### config.mk
export PLATFORM = sky130hd
export DESIGN_NAME = ieq_ctrl
export DESIGN_NICKNAME = d
export VERILOG_FILES = /design/src/sv/ieq_pkg.sv /design/src/sv/ieq_ctrl.sv
export SDC_FILE = /design/constraint.sdc
export NUM_CORES = 1
export LEC_CHECK = 0
export BUFFER_PORTS_ARGS = -buffer_cell sky130_fd_sc_hd__buf_2
export CELL_PAD_IN_SITES_DETAIL_PLACEMENT = 1
export CELL_PAD_IN_SITES_GLOBAL_PLACEMENT = 2
export CORE_MARGIN = 1
export CORE_UTILIZATION = 26
export CTS_CLUSTER_DIAMETER = 120
export DETAILED_ROUTE_END_ITERATION = 6
export PLACE_DENSITY_LB_ADDON = 0.1
export SYNTH_ARGS = -nofsm -noshare
export SYNTH_HDL_FRONTEND = slang
export SYNTH_SLANG_ARGS = --single-unit
### constraint.sdc
create_clock -name clk -period 2.2 [get_ports clk]
set_input_delay 0.22 -clock clk [delete_from_list [all_inputs] [get_ports clk]]
set_output_delay 0.22 -clock clk [all_outputs]
set_load 0.05 [all_outputs]
### src/sv/ieq_pkg.sv
// ----------------------------------------------------------------------------
// ieq_pkg
// Shared codes, defaults and controller/datapath interface types for the
// input event queue.
// ----------------------------------------------------------------------------
package ieq_pkg;

    localparam int QUEUE_DEPTH_DEF = 128;
    localparam int COORD_WIDTH_DEF = 16;

    localparam int IN_DATA_W  = 64;
    localparam int OUT_DATA_W = 72;

    // item action codes
    localparam logic [1:0] ACT_KEY   = 2'd0;
    localparam logic [1:0] ACT_MOUSE = 2'd1;
    localparam logic [1:0] ACT_POLL  = 2'd2;

    // event type codes
    localparam logic [2:0] EVT_KEY_PRESS   = 3'd0;
    localparam logic [2:0] EVT_KEY_RELEASE = 3'd1;
    localparam logic [2:0] EVT_BTN_PRESS   = 3'd2;
    localparam logic [2:0] EVT_BTN_RELEASE = 3'd3;
    localparam logic [2:0] EVT_MOTION      = 3'd4;

    // mouse sequence steps: three button bits, then the move check
    localparam logic [1:0] STEP_MOVE = 2'd3;

    typedef struct packed {
        logic       load_in;     // capture the accepted item
        logic       push_key;    // try to enqueue the key event
        logic       push_mouse;  // try to enqueue the event of mouse step
        logic [1:0] step;
        logic       upd_last;    // commit new position and buttons
        logic       rd;          // dequeue oldest event if any
        logic       load_out;    // load the result register
    } ieq_cmd_t;

    typedef struct packed {
        logic [1:0] in_action;   // action field of the offered item
        logic       out_free;    // result register can take a new result
    } ieq_status_t;

endpackage

### src/sv/ieq_ctrl.sv
// ----------------------------------------------------------------------------
// ieq_ctrl
// Sequencer: accepts an item, steps the datapath through its queue writes or
// its read, then hands the result to the output register.
// ----------------------------------------------------------------------------
module ieq_ctrl
(
    input  logic                clk,
    input  logic                rst_n,
    input  logic                in_valid,
    output logic                in_ready,
    input  ieq_pkg::ieq_status_t status,
    output ieq_pkg::ieq_cmd_t    cmd
);
    import ieq_pkg::*;

    localparam logic [2:0] S_IDLE  = 3'd0;
    localparam logic [2:0] S_KEY   = 3'd1;
    localparam logic [2:0] S_MOUSE = 3'd2;
    localparam logic [2:0] S_READ  = 3'd3;
    localparam logic [2:0] S_DONE  = 3'd4;

    logic [2:0] state_reg, state_next;
    logic [1:0] step_reg, step_next;
    logic       accept;

    assign in_ready = (state_reg == S_IDLE);
    assign accept   = in_valid && in_ready;

    always_comb
    begin
        state_next     = state_reg;
        step_next      = step_reg;
        cmd            = '0;
        cmd.step       = step_reg;
        cmd.load_in    = accept;
        unique case (state_reg)
            S_IDLE:
            begin
                step_next = 2'd0;
                if (accept)
                begin
                    unique case (status.in_action)
                        ACT_KEY:   state_next = S_KEY;
                        ACT_MOUSE: state_next = S_MOUSE;
                        ACT_POLL:  state_next = S_READ;
                        default:   state_next = S_DONE;
                    endcase
                end
            end
            S_KEY:
            begin
                cmd.push_key = 1'b1;
                state_next   = S_DONE;
            end
            S_MOUSE:
            begin
                cmd.push_mouse = 1'b1;
                step_next      = step_reg + 2'd1;
                if (step_reg == STEP_MOVE)
                begin
                    cmd.upd_last = 1'b1;
                    state_next   = S_DONE;
                end
            end
            S_READ:
            begin
                cmd.rd     = 1'b1;
                state_next = S_DONE;
            end
            S_DONE:
            begin
                if (status.out_free)
                begin
                    cmd.load_out = 1'b1;
                    state_next   = S_IDLE;
                end
            end
            default:
            begin
                state_next = S_IDLE;
            end
        endcase
    end

    always_ff @(posedge clk or negedge rst_n)
    begin
        if (!rst_n)
        begin
            state_reg <= S_IDLE;
            step_reg  <= 2'd0;
        end
        else
        begin
            state_reg <= state_next;
            step_reg  <= step_next;
        end
    end

endmodule

# --- Word level (Yosys, flattened, before mapping) ---
# Index checks and enable logic that the tools add are counted.
totals:
  regBits: 5
  inputBits: 6
  out_inout_bits: 9
  elab_cells: 32
op_classes:
  add_sub_neg: 1
  eq_ne: 10
  mux: 13
  reduce_logical: 6
ops:
  columns: ["op", "count"]
  rows:
  - ["3-bit case mux with 4 select lines", 1]
  - ["3-bit 2-to-1 mux", 3]
  - ["3-bit case mux with 3 select lines", 1]
  - ["1-bit 2-to-1 mux", 7]
  - ["3-bit by 2-bit == test with 1-bit output (second input constant)", 2]
  - ["2-bit == test (second input constant)", 2]
  - ["2-bit inequality test (second input constant)", 2]
  - ["2-bit case mux with 2 select lines", 1]
  - ["3-bit by 1-bit == test with 1-bit output (second input constant)", 1]
  - ["3-bit == test (second input constant)", 1]
  - ["3-bit zero test", 1]
  - ["3-bit AND reduction", 1]
  - ["2-bit by 1-bit adder with 2-bit output (second input constant)", 1]
  - ["2-bit by 1-bit == test with 1-bit output (second input constant)", 1]
  - ["2-bit zero test", 1]
  - ["2-bit by 1-bit inequality test with 1-bit output (second input constant)", 1]
  - ["2-bit nonzero test", 1]
  - ["2-bit OR reduction", 1]
  - ["1-bit logical AND", 1]

# --- Depth between registers and ports, before layout ---
logic_depth:
  ltp_word: 4
  depth_mapped: 4
  depth_no_buf: 4

# --- Worst setup path after synthesis ---
# OpenSTA, ideal clock, no wires.
synth_path:
  kind: "register -> output"
  start: "reg state_reg[1]"
  end: "out cmd[2] in the netlist's numbering"
  arrival_time_ns: 2.297
  slack_ns: -0.317
  stages_incl_launch_ff: 4
  cell_sequence: "dfrtp_1 buf_4 nor3b_1 and2_1"
synth_lines:
  columns: ["item", "line", "text"]
  rows:
  - ["from (decl)", "ieq_ctrl.sv:23", "logic [2:0] state_reg, state_next;"]
  - ["from (signal assigned)", "ieq_ctrl.sv:95", "state_reg <= state_next;"]
  - ["to (decl)", "ieq_ctrl.sv:13", "output ieq_pkg::ieq_cmd_t cmd"]

==> results.md <==
* Commonest cells in the netlist: 5 x dfrtp_1, 4 x ha_1, 4 x nor2_1
* Initial core utilization at 0.297
* Final HPWL DP at 619 um
* Worst EP required at 1.98 ns
* Reg clk slew, reported paths at 0.04 ns
* Maximum vdd drop at 0.576 mV
* Synthesized net count at 48
* DR vias at 326
* Synth-to-Final Area Change at 33.7%
* Slack of the critical path at 0.521 ns
* Yosys top cell area share at 0.355
* Crit Path Category: reg -> out
* Largest net degree at the start of global routing at 13
* Post-synth ARST share at 1.00
* Sequential fraction of the synthesis area at 0.355
* Post-synth top flop: dfrtp_1
* Via density at 4.72
* Synth warnings at 0
* Outcome: finished clean
* Gr ovfl total at 0
* Die Wd at 38.8 um
* Core area at 0.00119 mm^2
* Yosys cell types at 20
* # diodes at 0
* DRC at 0
* Max FFs per register at 3
* Nature of the critical path endpoint: primary output
* HP Class: in -> reg
* Die Span Y at 38.8 um
* Clock tree buffer depth at 2
* Vias in the first global route at 295
* Place WS at 0.766 ns
* Final min period at 1.68 ns
* Final WL at 727 um
* Initial antenna violation count at 0
* EDFF count, synth at 0
* Peak Freq at 0.596 GHz
* Placed cell areas at 435 um^2
* CTS Root Buffer Type: clkbuf_4
* Max Cap Violations at 0
* Die ar. at 0.00151 mm^2
* GPL Wtd Cong at 0.669
* Starting DRT DRC Count at 1
* Yosys reg bits at 5
* Design area at 472 um^2
* DRT Pass-1 Iters at 2
* Port Buffer Count at 14
* Final setup viols at 0
* Post-DRT Antenna Nets at 0
* Max-slew violation count at 0
* Hold Violations, Final at 0
* CTS Sinks at 5
* CP startpoint kind: flip-flop
* Wire length per cell at 10.5 um
* Share of cells above drive strength 1 at 0.400
* Clk_lat worst skew at 0.23 ns
* Fin cells at 69
* Mapped cell area at 353 um^2
* Final setup TNS at 0 ns
* First-pass GRT wire length at 1250 um
* Ports at 15
* Worst-margin pin slew at 0.361 ns
* Placed Instances at 64
* Critical path arrival at 1.46 ns
* P_leak at 0.253 nW
* Unrepaired setup endpoints after global routing: false
* Area leader, netlist: dfrtp_1
* # Post-CTS Setup Buffers at 0
* Slew HR at 0.756
* Clock Skew at 0.00123 ns
* Inserted Clock Buffers at 3
* # H-tree levels at 1
* Pwr per Cell Area at 1390 mW/mm^2
* Syn Inst Count at 38
* CTS tree: done
* Ratio of final minimum period to clock period at 0.763
* GRT Total Usage at 0.117
* Syn_area_per_cell at 9.29 um^2
* CP Max Fanout at 12
* Row cnt at 12
* Cell with the most instances after synthesis: dfrtp_1
* Largest cells by area after synthesis: dfrtp_1 35%, ha_1 14%, buf_4 4.3%
* NumNets Final at 66
==> power by group <==
part	switching, mW	internal, mW
Sequential	0.0594	0.126
Clock	0.0314	0.0682
Combinational	0.256	0.114
Total	0.347	0.308
==> kinds of logic (layout without fill, tap and decap cells) <==
| kind of cell | count (synthesis) | in the layout | share of synthesized area |
|---|---|---|---|
| flip-flops | 5 | 5 | 0.355 |
| adder cells (fa/ha/maj) | 4 | 4 | 0.142 |
| AND/OR/NAND/NOR | 18 | 18 | 0.301 |
| multiplexers | 2 | 2 | 0.0603 |
| AO/OA/AOI/OAI | 4 | 4 | 0.0674 |
| buffers and inverters | 5 | 22 | 0.0745 |
==> layer usage <==
layer / global-route usage / wire [um]
met5: 0 / 0
met4: 0.0259 / 0
met3: 0 / 37
met2: 0.196 / 342
met1: 0.167 / 347
==> worst max-delay path, cell delays in order (launching register included) <==
cell	delay, ns
dfrtp_1	0.55
nor3b_2	0.27
and2_1	0.15
buf_2	0.25
==> path summary, 6_finish.rpt <==
| path | start | cells past startpoint | slack [ns] | to |
|---|---|---|---|---|
| setup / recovery | state_reg[1] | 3 | 0.52 | cmd[2] |
| hold / removal | in_valid | 3 | 0.29 | state_reg[1] |
| setup reg to reg | state_reg[1] | 2 | 0.88 | state_reg[2] |
| hold reg to reg | step_reg[1] | 2 | 0.56 | step_reg[1] |
| max in group asynchronous | rst_n | 2 | 1.76 | state_reg[0] |
| min in group asynchronous | rst_n | 2 | 0.32 | step_reg[1] |
==> timing repair <==
action	4_1_cts	5_1_grt
resized for setup	0	0
hold endpoints to repair	5	0
hold buffers	1	0
==> placed cells by master (no fill, tap or decap), types with 2 or more instances in the layout <==
cell	instances
o21ai_0	2
buf_2	14
ha_1	4
and2_1	2
nor2_1	4
nand2b_1	2
dfrtp_1	5
clkbuf_4	3
nor3_2	2
inv_1	3
nand2_1	2
==> cell type report <==
type                            count  area (um^2)
Clock buffer                        4         26.3
Fill cell                         147          714
Inverter                            3         11.3
Multi-Input combinational cell     28          211
Sequential cell                     5          125
Tap cell                           14         17.5
Timing Repair Buffer               15         80.1
==> per-stage QoR <==
stage | utilization | power [mW] | hold slack (ns)
after floorplan | - | 0.489 | -0.0756
after global placement | 0.367 | 0.554 | 0.0322
after detailed placement | 0.367 | 0.558 | 0.0326
after CTS | 0.398 | 0.663 | 0.292
after global routing | 0.398 | 0.706 | 0.308
final | 0.398 | 0.654 | 0.289
Power figures use the tool's default switching activity.
